===== config.mk =====
export PLATFORM = sky130hd
export DESIGN_NAME = switch_debounce_press_counter
export DESIGN_NICKNAME = d
export VERILOG_FILES = /design/src/design/sdpc_pkg.sv /design/src/design/switch_debounce_press_counter.sv /design/src/design/sdpc_ram.sv
export SDC_FILE = /design/constraint.sdc
export NUM_CORES = 1
export LEC_CHECK = 0
export BUFFER_PORTS_ARGS = -buffer_cell sky130_fd_sc_hd__buf_4
export CORE_ASPECT_RATIO = 0.5
export CORE_MARGIN = 10
export CORE_UTILIZATION = 41
export CTS_CLUSTER_SIZE = 25
export DETAILED_ROUTE_END_ITERATION = 10
export RECOVER_POWER = 25
export SLEW_MARGIN = 10
export SYNTH_ARGS = -nofsm -noshare
export SYNTH_HDL_FRONTEND = slang
export SYNTH_SLANG_ARGS = --single-unit

===== constraint.sdc =====
create_clock -name clk -period 34.9 [get_ports clk]
set_input_delay 1.745 -clock clk [delete_from_list [all_inputs] [get_ports clk]]
set_output_delay 1.745 -clock clk [all_outputs]
set_load 0.02 [all_outputs]

===== src/design/sdpc_pkg.sv =====
`default_nettype none
package sdpc_pkg;

  localparam int CHANNELS = 4;
  localparam int CH_AW    = (CHANNELS > 1) ? $clog2(CHANNELS) : 1;

  localparam int CH_W     = 2;
  localparam int NOW_W    = 32;
  localparam int AGREE_W  = 8;
  localparam int PRESS_W  = 16;
  localparam int MS_W     = 16;

  localparam int IN_TDATA_W  = 40;
  localparam int OUT_TDATA_W = 24;
  localparam int CFG_AW      = 5;
  localparam int CFG_DW      = 32;

  typedef enum logic [1:0] {
    CMD_NONE   = 2'd0,
    CMD_ON     = 2'd1,
    CMD_OFF    = 2'd2,
    CMD_TOGGLE = 2'd3
  } cmd_t;

  localparam logic [2:0] REG_FOLLOW   = 3'd0;
  localparam logic [2:0] REG_STABLE   = 3'd1;
  localparam logic [2:0] REG_HOLDOFF  = 3'd2;
  localparam logic [2:0] REG_WINDOW   = 3'd3;
  localparam logic [2:0] REG_THRESH   = 3'd4;

  localparam logic               RST_FOLLOW  = 1'b0;
  localparam logic [AGREE_W-1:0] RST_STABLE  = 8'd5;
  localparam logic [MS_W-1:0]    RST_HOLDOFF = 16'd100;
  localparam logic [MS_W-1:0]    RST_WINDOW  = 16'd10000;
  localparam logic [7:0]         RST_THRESH  = 8'd7;

  typedef struct packed {
    logic               armed;
    logic [NOW_W-1:0]   holdoff_until;
    logic [NOW_W-1:0]   window_start;
    logic [PRESS_W-1:0] presses;
    logic [AGREE_W-1:0] agree;
    logic               pressed;
  } chan_state_t;

  localparam int STATE_W = $bits(chan_state_t);

endpackage
`default_nettype wire


===== src/design/switch_debounce_press_counter.sv =====
`default_nettype none
// Debounced switch channels with relay commands and multi-press detection.
// Input channel (in_*): one pin sample per item, tagged with its channel and a
// millisecond time stamp. Output channel (out_*): exactly one result item per
// input item, in order, with the relay command, the channel's press count and
// the reset request flag. Configuration goes through the APB-style cfg_* port;
// write it only while no item is in flight.
// The input item is registered in the read stage and its result in the output
// register when the update stage advances. Throughput: one item per cycle
// unless the update stage stalls. Per-channel state sits in a small RAM with a
// registered read; the update stage writes back on each advance, and the last
// write is forwarded to a later item of the same channel.
// Reset: configuration returns to its defaults and every channel reads as zero
// state (per-entry valid bits), so no clearing pass is needed.
// Stall: a full output register that is not taken holds the update stage and
// drops in_tready; one item waits in the update stage, nothing is lost.
module switch_debounce_press_counter (
  input  logic                                  clk,
  input  logic                                  rst_n,
  // channel[1:0], pin_level[2], relay_locked[3], now_ms[35:4]
  input  logic [sdpc_pkg::IN_TDATA_W-1:0]       in_tdata,
  input  logic                                  in_tvalid,
  output logic                                  in_tready,
  // channel_out[1:0], relay_command[3:2], press_count[19:4], reset_request[20]
  output logic [sdpc_pkg::OUT_TDATA_W-1:0]      out_tdata,
  output logic                                  out_tvalid,
  input  logic                                  out_tready,
  input  logic                                  cfg_psel,
  input  logic                                  cfg_penable,
  input  logic                                  cfg_pwrite,
  input  logic [sdpc_pkg::CFG_AW-1:0]           cfg_paddr,
  input  logic [sdpc_pkg::CFG_DW-1:0]           cfg_pwdata,
  output logic [sdpc_pkg::CFG_DW-1:0]           cfg_prdata,
  output logic                                  cfg_pready
);
  import sdpc_pkg::*;

  // configuration
  logic               follow_r;
  logic [AGREE_W-1:0] stable_r;
  logic [MS_W-1:0]    holdoff_r;
  logic [MS_W-1:0]    window_r;
  logic [7:0]         thresh_r;
  logic               cfg_wr;
  logic [2:0]         cfg_idx;

  assign cfg_pready = 1'b1;
  assign cfg_idx    = cfg_paddr[4:2];
  assign cfg_wr     = cfg_psel && cfg_penable && cfg_pwrite && cfg_pready;

  always_ff @(posedge clk) begin
    if (!rst_n) begin
      follow_r  <= RST_FOLLOW;
      stable_r  <= RST_STABLE;
      holdoff_r <= RST_HOLDOFF;
      window_r  <= RST_WINDOW;
      thresh_r  <= RST_THRESH;
    end else if (cfg_wr) begin
      case (cfg_idx)
        REG_FOLLOW:  follow_r  <= cfg_pwdata[0];
        REG_STABLE:  stable_r  <= cfg_pwdata[AGREE_W-1:0];
        REG_HOLDOFF: holdoff_r <= cfg_pwdata[MS_W-1:0];
        REG_WINDOW:  window_r  <= cfg_pwdata[MS_W-1:0];
        REG_THRESH:  thresh_r  <= cfg_pwdata[7:0];
        default: ;
      endcase
    end
  end

  always_comb begin
    case (cfg_idx)
      REG_FOLLOW:  cfg_prdata = {{(CFG_DW-1){1'b0}}, follow_r};
      REG_STABLE:  cfg_prdata = {{(CFG_DW-AGREE_W){1'b0}}, stable_r};
      REG_HOLDOFF: cfg_prdata = {{(CFG_DW-MS_W){1'b0}}, holdoff_r};
      REG_WINDOW:  cfg_prdata = {{(CFG_DW-MS_W){1'b0}}, window_r};
      REG_THRESH:  cfg_prdata = {{(CFG_DW-8){1'b0}}, thresh_r};
      default:     cfg_prdata = '0;
    endcase
  end

  // input and read stage
  logic             in_acc;
  logic [CH_AW-1:0] in_addr;
  logic             s1_valid_r;
  logic [CH_W-1:0]  s1_ch_r;
  logic             s1_pin_r;
  logic             s1_lock_r;
  logic [NOW_W-1:0] s1_now_r;
  logic             s1_go;
  logic             s1_adv;
  logic             out_valid_r;

  logic [CHANNELS-1:0] vld_r;
  logic                rd_vld_r;
  logic                fwd_valid_r;
  logic [CH_AW-1:0]    fwd_addr_r;
  chan_state_t         fwd_data_r;
  logic [STATE_W-1:0]  ram_rdata;
  logic                ram_we;
  logic [CH_AW-1:0]    s1_addr;

  assign s1_go     = !out_valid_r || out_tready;
  assign s1_adv    = s1_valid_r && s1_go;
  assign in_tready = !s1_valid_r || s1_go;
  assign in_acc    = in_tvalid && in_tready;
  assign in_addr   = CH_AW'(in_tdata[1:0]);
  assign s1_addr   = CH_AW'(s1_ch_r);

  always_ff @(posedge clk) begin
    if (!rst_n) begin
      s1_valid_r <= 1'b0;
    end else if (in_acc) begin
      s1_valid_r <= 1'b1;
    end else if (s1_go) begin
      s1_valid_r <= 1'b0;
    end
  end

  always_ff @(posedge clk) begin
    if (in_acc) begin
      s1_ch_r   <= in_tdata[1:0];
      s1_pin_r  <= in_tdata[2];
      s1_lock_r <= in_tdata[3];
      s1_now_r  <= in_tdata[35:4];
      rd_vld_r  <= vld_r[in_addr];
    end
  end

  // update stage
  logic               ch_ok;
  chan_state_t        cur;
  chan_state_t        st_nxt;
  logic               want;
  logic [NOW_W-1:0]   remain;
  logic               ignore;
  logic [AGREE_W-1:0] agree_inc;
  logic               accept;
  logic               win_clear;
  logic [PRESS_W-1:0] p_base;
  logic [PRESS_W-1:0] p_inc;
  logic [NOW_W-1:0]   ws_base;
  cmd_t               cmd;
  logic               req;

  assign ch_ok = (32'(s1_ch_r) < CHANNELS);
  assign want  = !s1_pin_r;

  always_comb begin
    if (fwd_valid_r && fwd_addr_r == s1_addr) begin
      cur = fwd_data_r;
    end else if (rd_vld_r) begin
      cur = chan_state_t'(ram_rdata);
    end else begin
      cur = '0;
    end
  end

  assign remain    = cur.holdoff_until - s1_now_r;
  assign ignore    = cur.armed && (remain != '0) && (remain <= NOW_W'(holdoff_r));
  assign agree_inc = (cur.agree == '1) ? cur.agree : cur.agree + 1'b1;
  assign accept    = !ignore && (want != cur.pressed) && (agree_inc >= stable_r);
  assign win_clear = want && (cur.presses != '0) &&
                     ((s1_now_r - cur.window_start) > NOW_W'(window_r));
  assign p_base    = win_clear ? '0 : cur.presses;
  assign p_inc     = (p_base == '1) ? p_base : p_base + 1'b1;
  assign ws_base   = (want && (cur.presses == '0 || win_clear)) ? s1_now_r
                                                                : cur.window_start;

  always_comb begin
    st_nxt       = cur;
    st_nxt.armed = cur.armed && ignore;
    cmd          = CMD_NONE;
    if (!ignore) begin
      if (want == cur.pressed) begin
        st_nxt.agree = '0;
      end else begin
        st_nxt.agree = agree_inc;
      end
    end
    if (accept) begin
      st_nxt.window_start = ws_base;
      st_nxt.presses      = p_base;
      if (want) begin
        if (follow_r) begin
          st_nxt.presses = p_inc;
          cmd            = CMD_ON;
        end
      end else begin
        if (follow_r) begin
          cmd = CMD_OFF;
        end else begin
          st_nxt.presses = p_inc;
          cmd            = CMD_TOGGLE;
        end
      end
      if (s1_lock_r) begin
        cmd = CMD_NONE;
      end
      st_nxt.pressed       = want;
      st_nxt.agree         = '0;
      st_nxt.holdoff_until = s1_now_r + NOW_W'(holdoff_r);
      st_nxt.armed         = 1'b1;
    end
  end

  assign req = (st_nxt.presses >= PRESS_W'(thresh_r)) &&
               ((s1_now_r - st_nxt.window_start) <= NOW_W'(window_r));

  assign ram_we = s1_adv && ch_ok;

  sdpc_ram #(
    .WIDTH (STATE_W),
    .DEPTH (CHANNELS)
  ) u_state_ram (
    .clk   (clk),
    .we    (ram_we),
    .waddr (s1_addr),
    .wdata (st_nxt),
    .re    (in_acc),
    .raddr (in_addr),
    .rdata (ram_rdata)
  );

  always_ff @(posedge clk) begin
    if (!rst_n) begin
      vld_r       <= '0;
      fwd_valid_r <= 1'b0;
    end else if (ram_we) begin
      vld_r[s1_addr] <= 1'b1;
      fwd_valid_r    <= 1'b1;
    end
  end

  always_ff @(posedge clk) begin
    if (ram_we) begin
      fwd_addr_r <= s1_addr;
      fwd_data_r <= st_nxt;
    end
  end

  // output register
  logic               out_valid_nxt;
  logic [CH_W-1:0]    out_ch_r;
  cmd_t               out_cmd_r;
  logic [PRESS_W-1:0] out_press_r;
  logic               out_req_r;

  always_comb begin
    out_valid_nxt = out_valid_r;
    if (s1_adv) begin
      out_valid_nxt = 1'b1;
    end else if (out_tready) begin
      out_valid_nxt = 1'b0;
    end
  end

  always_ff @(posedge clk) begin
    if (!rst_n) begin
      out_valid_r <= 1'b0;
    end else begin
      out_valid_r <= out_valid_nxt;
    end
  end

  always_ff @(posedge clk) begin
    if (s1_adv) begin
      out_ch_r    <= s1_ch_r;
      out_cmd_r   <= ch_ok ? cmd : CMD_NONE;
      out_press_r <= ch_ok ? st_nxt.presses : '0;
      out_req_r   <= ch_ok && req;
    end
  end

  assign out_tvalid = out_valid_r;
  assign out_tdata  = {3'b000, out_req_r, out_press_r, out_cmd_r, out_ch_r};

  // checks
  a_stall_holds: assert property (@(posedge clk) disable iff (!rst_n)
    s1_valid_r && !s1_go |=> s1_valid_r && $stable(s1_ch_r) && $stable(s1_now_r))
    else $error("update stage lost its item while stalled");

  a_fwd_tracks_write: assert property (@(posedge clk) disable iff (!rst_n)
    ram_we |=> fwd_valid_r && fwd_addr_r == $past(s1_addr))
    else $error("forwarding register missed a write");

  a_write_marks_valid: assert property (@(posedge clk) disable iff (!rst_n)
    ram_we |=> vld_r[$past(s1_addr)])
    else $error("written entry not marked valid");

  a_toggle_mode: assert property (@(posedge clk) disable iff (!rst_n)
    out_valid_r && out_cmd_r == CMD_TOGGLE |-> !follow_r)
    else $error("toggle command in follow mode");

  a_req_count: assert property (@(posedge clk) disable iff (!rst_n)
    out_valid_r && out_req_r |-> out_press_r >= PRESS_W'(thresh_r))
    else $error("reset request below threshold");

endmodule
`default_nettype wire


===== src/design/sdpc_ram.sv =====
`default_nettype none
module sdpc_ram #(
  parameter int WIDTH = 8,
  parameter int DEPTH = 4
) (
  input  logic                                       clk,
  input  logic                                       we,
  input  logic [((DEPTH > 1) ? $clog2(DEPTH) : 1)-1:0] waddr,
  input  logic [WIDTH-1:0]                           wdata,
  input  logic                                       re,
  input  logic [((DEPTH > 1) ? $clog2(DEPTH) : 1)-1:0] raddr,
  output logic [WIDTH-1:0]                           rdata
);

  logic [WIDTH-1:0] mem [DEPTH];
  logic [WIDTH-1:0] rdata_r;

  always_ff @(posedge clk) begin
    if (we) begin
      mem[waddr] <= wdata;
    end
    if (re) begin
      rdata_r <= mem[raddr];
    end
  end

  assign rdata = rdata_r;

endmodule
`default_nettype wire

==> impl_metrics.json, run 1 <==
{
  "status": "finished with violations",
  "failed_checks": "capacitance limit, slew limit",
  "n_antenna_cell": 0,
  "hpwlAfterDp_um": 64300,
  "slew_headroom_pct": -251,
  "rr_worst_depth": 50,
  "io_pins": 143,
  "cts_htree_levels": 2,
  "worst_slew_pin_slew_ns": 5.26,
  "dieArea_mm2": 0.0950,
  "rr_endpoint": "out_req_r$_DFFE_PP_",
  "wl_met2_um": 43800,
  "instances_no_fill": 4050,
  "finish.net_count": 3157,
  "place.gp.congestion": 0.906,
  "p_leak_nw": 13.8,
  "synth_ff_type": "edfxtp_1",
  "routed_wl_um": 93500,
  "arrival_ns": 15.81,
  "drt-wirelength-per-cell_um": 23.1,
  "maxCapViolCount": 7,
  "fmax_mhz": 65.2,
  "die_w_um": 426,
  "ant_nets": 0,
  "fin_setup_tns_ns": 0,
  "cts_inserted_buffers": 57,
  "clock-sinks": 638,
  "synth_top_cell_area_share_pct": 51.7,
  "area_growth_syn_to_layout_pct": 10.9,
  "top_layer": "met5",
  "yosys_register_bits": 638,
  "antenna_found_initial": 3,
  "async_flop_share_pct": 0,
  "cts-resized-gates": 0,
  "num_rows": 74,
  "syn-cell-area_mm2": 0.0338,
  "final_cell_mix": "edfxtp_1, nand2_1, inv_1",
  "startpoint_type": "flip-flop",
  "dp_cells": 3947,
  "placed_area_mm2": 0.0356,
  "period_share_pct": 44.0,
  "dr.pass1.iters": 5,
  "met3_length_um": 5040,
  "met1_length_um": 42800,
  "hold_viol": 0,
  "avgSynthCellArea_um2": 11.9,
  "hold_slack_ns": 0.465,
  "cp_slowest_stage_delay_ns": 0.71,
  "portBuffers": 100,
  "grt_pass1_vias": 22347,
  "via_count": 22924,
  "cp_slowest_cell": "or4b_4",
  "grt_pass1_wl_um": 141000,
  "clock_tree.root_cell": "clkbuf_16",
  "postSynthCellCount": 2840,
  "cts_tree": "done",
  "overflow": 0,
  "netlist_top_cells_area": "edfxtp_1, ha_1, mux4_2, nand2_1, dfxtp_1",
  "finalClockSkew_ns": 0.0324,
  "power.density_mw_per_mm2": 51.3,
  "synth_top_cell_by_area": "edfxtp_1",
  "vdd_drop_max_mv": 0.0376,
  "die_h_um": 223,
  "synth_cell_types": 100,
  "r2r_start": "s1_addr[1]$_DFFE_PP_",
  "final_cell_area_mm2": 0.0374,
  "drive_gt1_share_pct": 11.3,
  "path_clk_slew_ns": 0.07,
  "ys_seq_area_share_pct": 55.1,
  "detail_route.vias_per_cell": 5.66,
  "nFillCells": 7467,
  "rsz0062_at_grt": "false",
  "post-route-min-period_ns": 15.35,
  "yosysWarningCount": 0,
  "clk_path_buf_depth": 3,
  "critical_path_class": "reg2reg",
  "r2r_setup_slack_ns": 19.55,
  "crit_end": "out_req_r$_DFFE_PP_",
  "coreArea_mm2": 0.0817,
  "track_usage_pct": 19.2,
  "slew_viol_final": 341,
  "startpoint": "s1_addr[1]$_DFFE_PP_",
  "cp_max_fo": 64,
  "hold_buffers": 0,
  "setup_viol": 0,
  "initial_core_util_pct": 41.4,
  "drt-initial-drc-count": 2087,
  "end_kind": "flip-flop",
  "hold_class": "reg2reg",
  "synth_edf_count": 582,
  "worstPathRequired_ns": 35.37,
  "final_common_cell": "edfxtp_1",
  "clock_latency_ns": 0.66,
  "drc_errors": 0,
  "path_common_cell": "a21oi_1",
  "grt_max_degree": 65,
  "cts_setup_buffers": 0
}
[worst min-delay path by stage]
stage                               start               endpoint  depth (start not counted)
floorplan           vld_r[2]$_SDFFE_PN0P_  vld_r[2]$_SDFFE_PN0P_                          1
global placement    vld_r[3]$_SDFFE_PN0P_  vld_r[3]$_SDFFE_PN0P_                          1
detailed placement  vld_r[2]$_SDFFE_PN0P_  vld_r[2]$_SDFFE_PN0P_                          1
CTS                 vld_r[2]$_SDFFE_PN0P_  vld_r[2]$_SDFFE_PN0P_                          1
global route        vld_r[0]$_SDFFE_PN0P_  vld_r[0]$_SDFFE_PN0P_                          1
finish              vld_r[2]$_SDFFE_PN0P_  vld_r[2]$_SDFFE_PN0P_                          1
[cell usage after synthesis (43+ instances only)]
| master | number |
|---|---|
| xnor2_1 | 75 |
| o21ai_0 | 86 |
| inv_1 | 181 |
| mux2i_1 | 43 |
| clkbuf_1 | 67 |
| dfxtp_1 | 56 |
| nor2b_1 | 45 |
| and3_1 | 45 |
| mux4_2 | 91 |
| nand2_1 | 306 |
| a21o_1 | 74 |
| nand3_1 | 94 |
| edfxtp_1 | 582 |
| ha_1 | 166 |
| nor2_1 | 165 |
| a21oi_1 | 174 |
[state kept, by name, summed over array words and instances (netlist names), 16 cells and up]
signal	count
s1_now_r	32
window_r	16
u_state_ram.mem	360
u_state_ram.rdata	90
holdoff_r	16
out_press_r	16
fwd_data_r	74
[power breakdown]
| part | internal [mW] | total [mW] | switching [mW] |
|---|---|---|---|
| clock network | 0.392 | 0.681 | 0.289 |
| logic | 0.124 | 0.341 | 0.218 |
| registers | 0.884 | 0.897 | 0.0136 |
[layout make-up]
cell class / count / area [um^2] / area share (%)
timing repair buffer: 127 / 848 / 2.27
sequential: 638 / 18600 / 49.7
inverter: 182 / 683 / 1.82
clock buffer: 76 / 1540 / 4.11
tap: 1102 / 1380 / 3.68
clock inverter: 27 / 460 / 1.23
multi-input combinational: 1898 / 13900 / 37.2
[per-layer routing]
| metal | GRT usage (%) | up-vias |
|---|---|---|
| met3 | 2.32 | 117 |
| li1 | - | 10695 |
| met2 | 31.4 | 649 |
| met4 | 4.42 | 2 |
| met5 | 0 | - |
| met1 | 27.2 | 11461 |
[worst max-delay path: cells and delay by family, from the launching register on]
kind | cells | cell delay (ns)
xor+xnor | 3 | 0.62
flops | 1 | 0.56
buf+inv | 3 | 0.79
fa+ha+maj | 6 | 1.95
compound gates | 20 | 4.99
simple gates | 18 | 6.18
[per-stage QoR]
step / power, mW / worst slack [ns] / util (%)
floorplan: 1.15 / 21.79 / -
global placement: 1.24 / 19.93 / 43.5
detailed placement: 1.25 / 19.93 / 43.5
CTS: 1.93 / 19.87 / 46.0
global route: 2.00 / 18.93 / 45.8
finish: 1.92 / 19.55 / 45.8
[logic make-up (layout without fill, tap and decap cells)]
logic type      Yosys count  count (layout)  synth area share, %
other cells               2              20               0.0222
compound gates          595             595                 11.6
xor+xnor                104             104                 2.76
buf+inv                 322             412                 4.12
simple gates            864             864                 12.4
mux                     139             139                 7.51
flops                   638             638                 55.1
fa+ha+maj               176             176                 6.53
(Power assumes the default switching activity.)
==> run 2, diff against run 1 <==
Clock period 34.9 ns to 15.85 ns, I/O delays scaled along.
==> run 2 against run 1 <==
Effect of this change: the flow still finishes with violations (capacitance limit, slew limit); clock power rose by 110%; highest routed layer unchanged; final area fell by 0.31%; via count rose by 0.54%; combinational power rose by 120%; global-route usage rose by 0.23 points; utilization fell by 0.14 points; die area did not move; sequential power rose by 120%; sequential share of layout area rose by 0.15 points; largest power group unchanged; worst hold slack got worse by 0.13 ns; cell count barely moved.
==> impl_metrics.json, run 2 (synthesized netlist as in run 1, its figures left out) <==
{
  "grt_pass1_vias": 22825,
  "finalClockSkew_ns": 0.0352,
  "path_common_cell": "a21oi_1",
  "die_h_um": 223,
  "drc_errors": 0,
  "routed_wl_um": 94300,
  "cp_slowest_stage_delay_ns": 0.61,
  "final_common_cell": "edfxtp_1",
  "slew_headroom_pct": -383,
  "clock_latency_ns": 0.66,
  "initial_core_util_pct": 41.4,
  "regMostFlops": "u_state_ram.mem",
  "cp_slowest_cell": "nor4_1",
  "antenna_found_initial": 1,
  "dr.pass1.iters": 5,
  "clock_tree.root_cell": "clkbuf_16",
  "fin_setup_tns_ns": 0,
  "drive_gt1_share_pct": 11.5,
  "grt_max_degree": 101,
  "failed_checks": "capacitance limit, slew limit",
  "rsz0062_at_grt": "false",
  "num_rows": 74,
  "worst_slew_pin_slew_ns": 7.24,
  "seqPwrFrac_pct": 47.8,
  "clock-sinks": 638,
  "via_count": 23047,
  "ant_nets": 0,
  "track_usage_pct": 19.4,
  "detail_route.vias_per_cell": 5.69,
  "post-route-min-period_ns": 13.86,
  "finish.net_count": 3156,
  "io_pins": 143,
  "worstPathRequired_ns": 16.32,
  "switchingPower_mw": 1.15,
  "portBuffers": 100,
  "cp_max_fo": 89,
  "largest_reg_flops": 360,
  "period_share_pct": 87.4,
  "hold_buffers": 0,
  "startpoint_type": "flip-flop",
  "vdd_drop_max_mv": 0.0863,
  "clk_path_buf_depth": 3,
  "status": "finished with violations",
  "coreArea_mm2": 0.0817,
  "dp_cells": 3946,
  "area_growth_syn_to_layout_pct": 10.5,
  "cts-resized-gates": 0,
  "switching_share_pct": 27.9,
  "cts_inserted_buffers": 57,
  "clockPowerShare_pct": 34.1,
  "cts_htree_levels": 2,
  "hold_viol": 0,
  "n_antenna_cell": 0,
  "power.density_mw_per_mm2": 111,
  "maxCapViolCount": 6,
  "hold_class": "in2reg",
  "p_leak_nw": 13.8,
  "instances_no_fill": 4054,
  "internal_power_mw": 2.99,
  "critical_path_class": "reg2reg",
  "end_kind": "flip-flop",
  "setup_viol": 0,
  "grt_pass1_wl_um": 142000,
  "hpwlAfterDp_um": 65400,
  "fmax_mhz": 72.2,
  "cts_setup_buffers": 0,
  "combinationalPowerShare_pct": 18.1,
  "place.gp.congestion": 0.910,
  "cts_tree": "done",
  "slew_viol_final": 331,
  "path_clk_slew_ns": 0.07,
  "drt-initial-drc-count": 2024,
  "die_w_um": 426,
  "arrival_ns": 14.32,
  "dieArea_mm2": 0.0950,
  "final_cell_mix": "edfxtp_1, nand2_1, inv_1",
  "drt-wirelength-per-cell_um": 23.3,
  "overflow": 0
}
## run 2: cell count changes in the layout (fill, tap and decap cells not counted), sizes merged
cell      delta
clkinv      +15
clkbuf      -10
bufinv       -5
clkinvlp     +4
buf          -1
inv          +1
## run 2: routing by layer
layer / wire [um] / share of wire [%] / track usage (%)
met3: 5600 / 5.9 / 3.12
met1: 42400 / 45 / 26.7
met4: 2680 / 2.8 / 5.68
met2: 43600 / 46 / 31.5
met5: 13 / 0.014 / 0
## run 2: path summary, 6_finish.rpt
path / slack [ns] / cells after the start / startpoint / to
setup reg to reg: 1.99 / 54 / s1_addr[1]$_DFFE_PP_ / out_req_r$_DFFE_PP_
hold reg to reg: 0.47 / 1 / vld_r[2]$_SDFFE_PN0P_ / vld_r[2]$_SDFFE_PN0P_
hold / removal: 0.33 / 1 / in_tdata[7] / s1_now_r[3]$_DFFE_PP_
setup / recovery: 1.99 / 54 / s1_addr[1]$_DFFE_PP_ / out_req_r$_DFFE_PP_
## run 2: worst max-delay path, delay by kind of cell, from the launching register on
family	cells	cell delay, ns
DFF	1	0.58
buffers and inverters	4	0.84
xor gates and xnor gates	3	0.64
adders and majority gates	8	2.32
and+or+nand+nor	13	3.97
AOI/OAI and AO/OA	26	5.23
## run 2: cell type report
cell class / count / area, um^2
Sequential cell: 638 / 18600
Timing Repair Buffer: 126 / 850
Clock buffer: 66 / 1460
Clock inverter: 42 / 420
Inverter: 182 / 683
Fill cell: 7484 / 44300
Tap cell: 1102 / 1380
Multi-Input combinational cell: 1898 / 13900
## run 2: per-stage QoR
step / total power, mW / hold WS, ns / util [%] / instance area [um^2] / setup WS, ns
after global placement: 2.74 / 0.442 / 43.6 / 35600 / 2.36
after CTS: 4.16 / 0.278 / 45.9 / 37500 / 2.07
final: 4.14 / 0.334 / 45.7 / 37300 / 1.99
after global routing: 4.33 / 0.303 / 45.7 / 37300 / 1.02
after detailed placement: 2.75 / 0.450 / 43.6 / 35600 / 2.14
after floorplan: 2.53 / 0.435 / - / 33800 / 3.69
## run 2: power groups by stage
stage | Clock [mW] | Sequential [mW] | Combinational, mW
6_report | 1.41 | 1.98 | 0.748
5_1_grt | 1.51 | 1.98 | 0.831
4_1_cts | 1.44 | 1.98 | 0.743
3_5_place_dp | 0 | 2.01 | 0.739
3_3_place_gp | 0 | 2.01 | 0.729
2_1_floorplan | 0 | 2.00 | 0.532
==> run 3, diff against run 2 <==
Settings changed: CELL_PAD_IN_SITES_DETAIL_PLACEMENT from default to 0, CELL_PAD_IN_SITES_GLOBAL_PLACEMENT from default to 1, MAX_ROUTING_LAYER from default to met4, PLACE_DENSITY_LB_ADDON from default to 0.1.
==> run 3 against run 2 <==
Effect of this change: the run still ends with capacitance limit, slew limit left; register-to-register slack got worse by 0.08 ns; via count is 1.9% lower; sequential power about the same; die area is the same; clock-buffer cell count increased by 5; worst hold slack gained 0.011 ns; largest power group unchanged; highest routed layer is now met4.
==> impl_metrics.json, run 3 (synthesized netlist as in run 1, its figures left out) <==
{
  "hold_buffers": 0,
  "finalClockSkew_ns": 0.0239,
  "detail_route.vias_per_cell": 5.58,
  "cp_max_fo": 64,
  "place_ws_ns": 1.93,
  "place.gp.congestion": 0.908,
  "vdd_drop_max_mv": 0.0776,
  "grt_pass1_wl_um": 144000,
  "hold_class": "in2reg",
  "post-route-util_pct": 45.7,
  "finish.net_count": 3161,
  "num_rows": 74,
  "setup_ws_ns": 1.91,
  "grt_pass1_vias": 22504,
  "clock_tree.root_cell": "clkbuf_16",
  "antenna_found_initial": 2,
  "post-route-min-period_ns": 13.94,
  "initial_core_util_pct": 41.4,
  "setup_viol": 0,
  "dieArea_mm2": 0.0950,
  "slew_viol_final": 451,
  "largest_reg_flops": 360,
  "ant_nets": 0,
  "power.density_mw_per_mm2": 110,
  "cp_slowest_stage_delay_ns": 0.71,
  "maxCapViolCount": 11,
  "slew_headroom_pct": -352,
  "failed_checks": "capacitance limit, slew limit",
  "cts-resized-gates": 0,
  "cp_slowest_cell": "o32ai_1",
  "p_total_mw": 4.09,
  "coreArea_mm2": 0.0817,
  "regMostFlops": "u_state_ram.mem",
  "hold_viol": 0,
  "n_antenna_cell": 0,
  "grt_max_degree": 95,
  "io_pins": 143,
  "clock-sinks": 638,
  "routed_wl_um": 96100,
  "die_w_um": 426,
  "area_growth_syn_to_layout_pct": 10.4,
  "period_share_pct": 87.9,
  "hold_slack_ns": 0.345,
  "arrival_ns": 14.39,
  "via_count": 22613,
  "cts_inserted_buffers": 57,
  "drive_gt1_share_pct": 11.9,
  "rsz0062_at_grt": "false",
  "end_kind": "flip-flop",
  "final_common_cell": "edfxtp_1",
  "critical_path_class": "reg2reg",
  "cts_setup_buffers": 0,
  "cts_htree_levels": 2,
  "overflow": 0,
  "clock_latency_ns": 0.65,
  "fin_setup_tns_ns": 0,
  "status": "finished with violations",
  "startpoint_type": "flip-flop",
  "p_leak_nw": 13.8,
  "cts_tree": "done",
  "fmax_mhz": 71.8,
  "worst_slew_pin_slew_ns": 6.77,
  "drc_errors": 0,
  "path_clk_slew_ns": 0.07,
  "clk_path_buf_depth": 3,
  "portBuffers": 100,
  "path_common_cell": "a21oi_1",
  "nFillCells": 7585,
  "worstPathRequired_ns": 16.30,
  "die_h_um": 223,
  "drt-initial-drc-count": 1807,
  "final_cell_mix": "edfxtp_1, nand2_1, inv_1",
  "hpwlAfterDp_um": 67800,
  "drt-wirelength-per-cell_um": 23.7,
  "dr.pass1.iters": 7,
  "track_usage_pct": 20.3
}
[run 3: changes by cell type in the layout (fill, tap and decap cells not counted), moves of 2 or more]
cell / change
buf_4: +22
bufinv_16: -3
clkbuf_1: -12
clkinv_1: -4
clkinvlp_4: -2
[run 3: path summary, 6_finish.rpt]
kind	start	endpoint	slack (ns)	cells past startpoint
setup reg to reg	s1_addr[1]$_DFFE_PP_	out_req_r$_DFFE_PP_	1.91	49
hold reg to reg	vld_r[2]$_SDFFE_PN0P_	vld_r[2]$_SDFFE_PN0P_	0.47	1
setup / recovery	s1_addr[1]$_DFFE_PP_	out_req_r$_DFFE_PP_	1.91	49
hold / removal	in_tdata[12]	s1_now_r[8]$_DFFE_PP_	0.35	1
[run 3: area by class of cell]
class	instances	area [um^2]	area share, %
Clock buffer	71	1500	4.02
Clock inverter	32	277	0.741
Multi-Input combinational cell	1898	13900	37.3
Timing Repair Buffer	131	947	2.54
Tap cell	1102	1380	3.70
Inverter	182	683	1.83
Sequential cell	638	18600	49.9
[run 3: power breakdown]
| part | internal [mW] | switching (mW) | leakage, nW | total [mW] |
|---|---|---|---|---|
| Sequential | 1.95 | 0.0300 | 5.93 | 1.98 |
| Clock | 0.725 | 0.639 | 0.870 | 1.36 |
| Combinational | 0.274 | 0.481 | 7.03 | 0.755 |
[run 3: per-layer routing]
| metal | global-route usage, % | part of all wire (%) | vias to the layer above | routed length, um |
|---|---|---|---|---|
| met4 | 4.19 | 1.9 | 0 | 1790 |
| met1 | 27.8 | 47 | 11307 | 45000 |
| met3 | 2.73 | 4.6 | 104 | 4420 |
| met5 | - | 0 | - | 0 |
| li1 | - | - | 10710 | - |
| met2 | 32.5 | 47 | 492 | 44900 |
[run 3: worst max-delay path: cells and delay by family, from the launching register on]
kind / cells / cell delay [ns]
buffers and inverters: 2 / 0.41
AND/OR/NAND/NOR: 18 / 5.15
adder cells (fa/ha/maj): 6 / 1.92
AO/OA/AOI/OAI: 20 / 5.00
XOR/XNOR: 3 / 0.63
flip-flops: 1 / 0.55
[run 3: stage by stage]
step                cell area (um^2)  std cells
CTS                            37400       4054
detailed placement             35600       3951
finish                         37300       4054
global route                   37300       4054
global placement               35600       3951
floorplan                      33800       2858
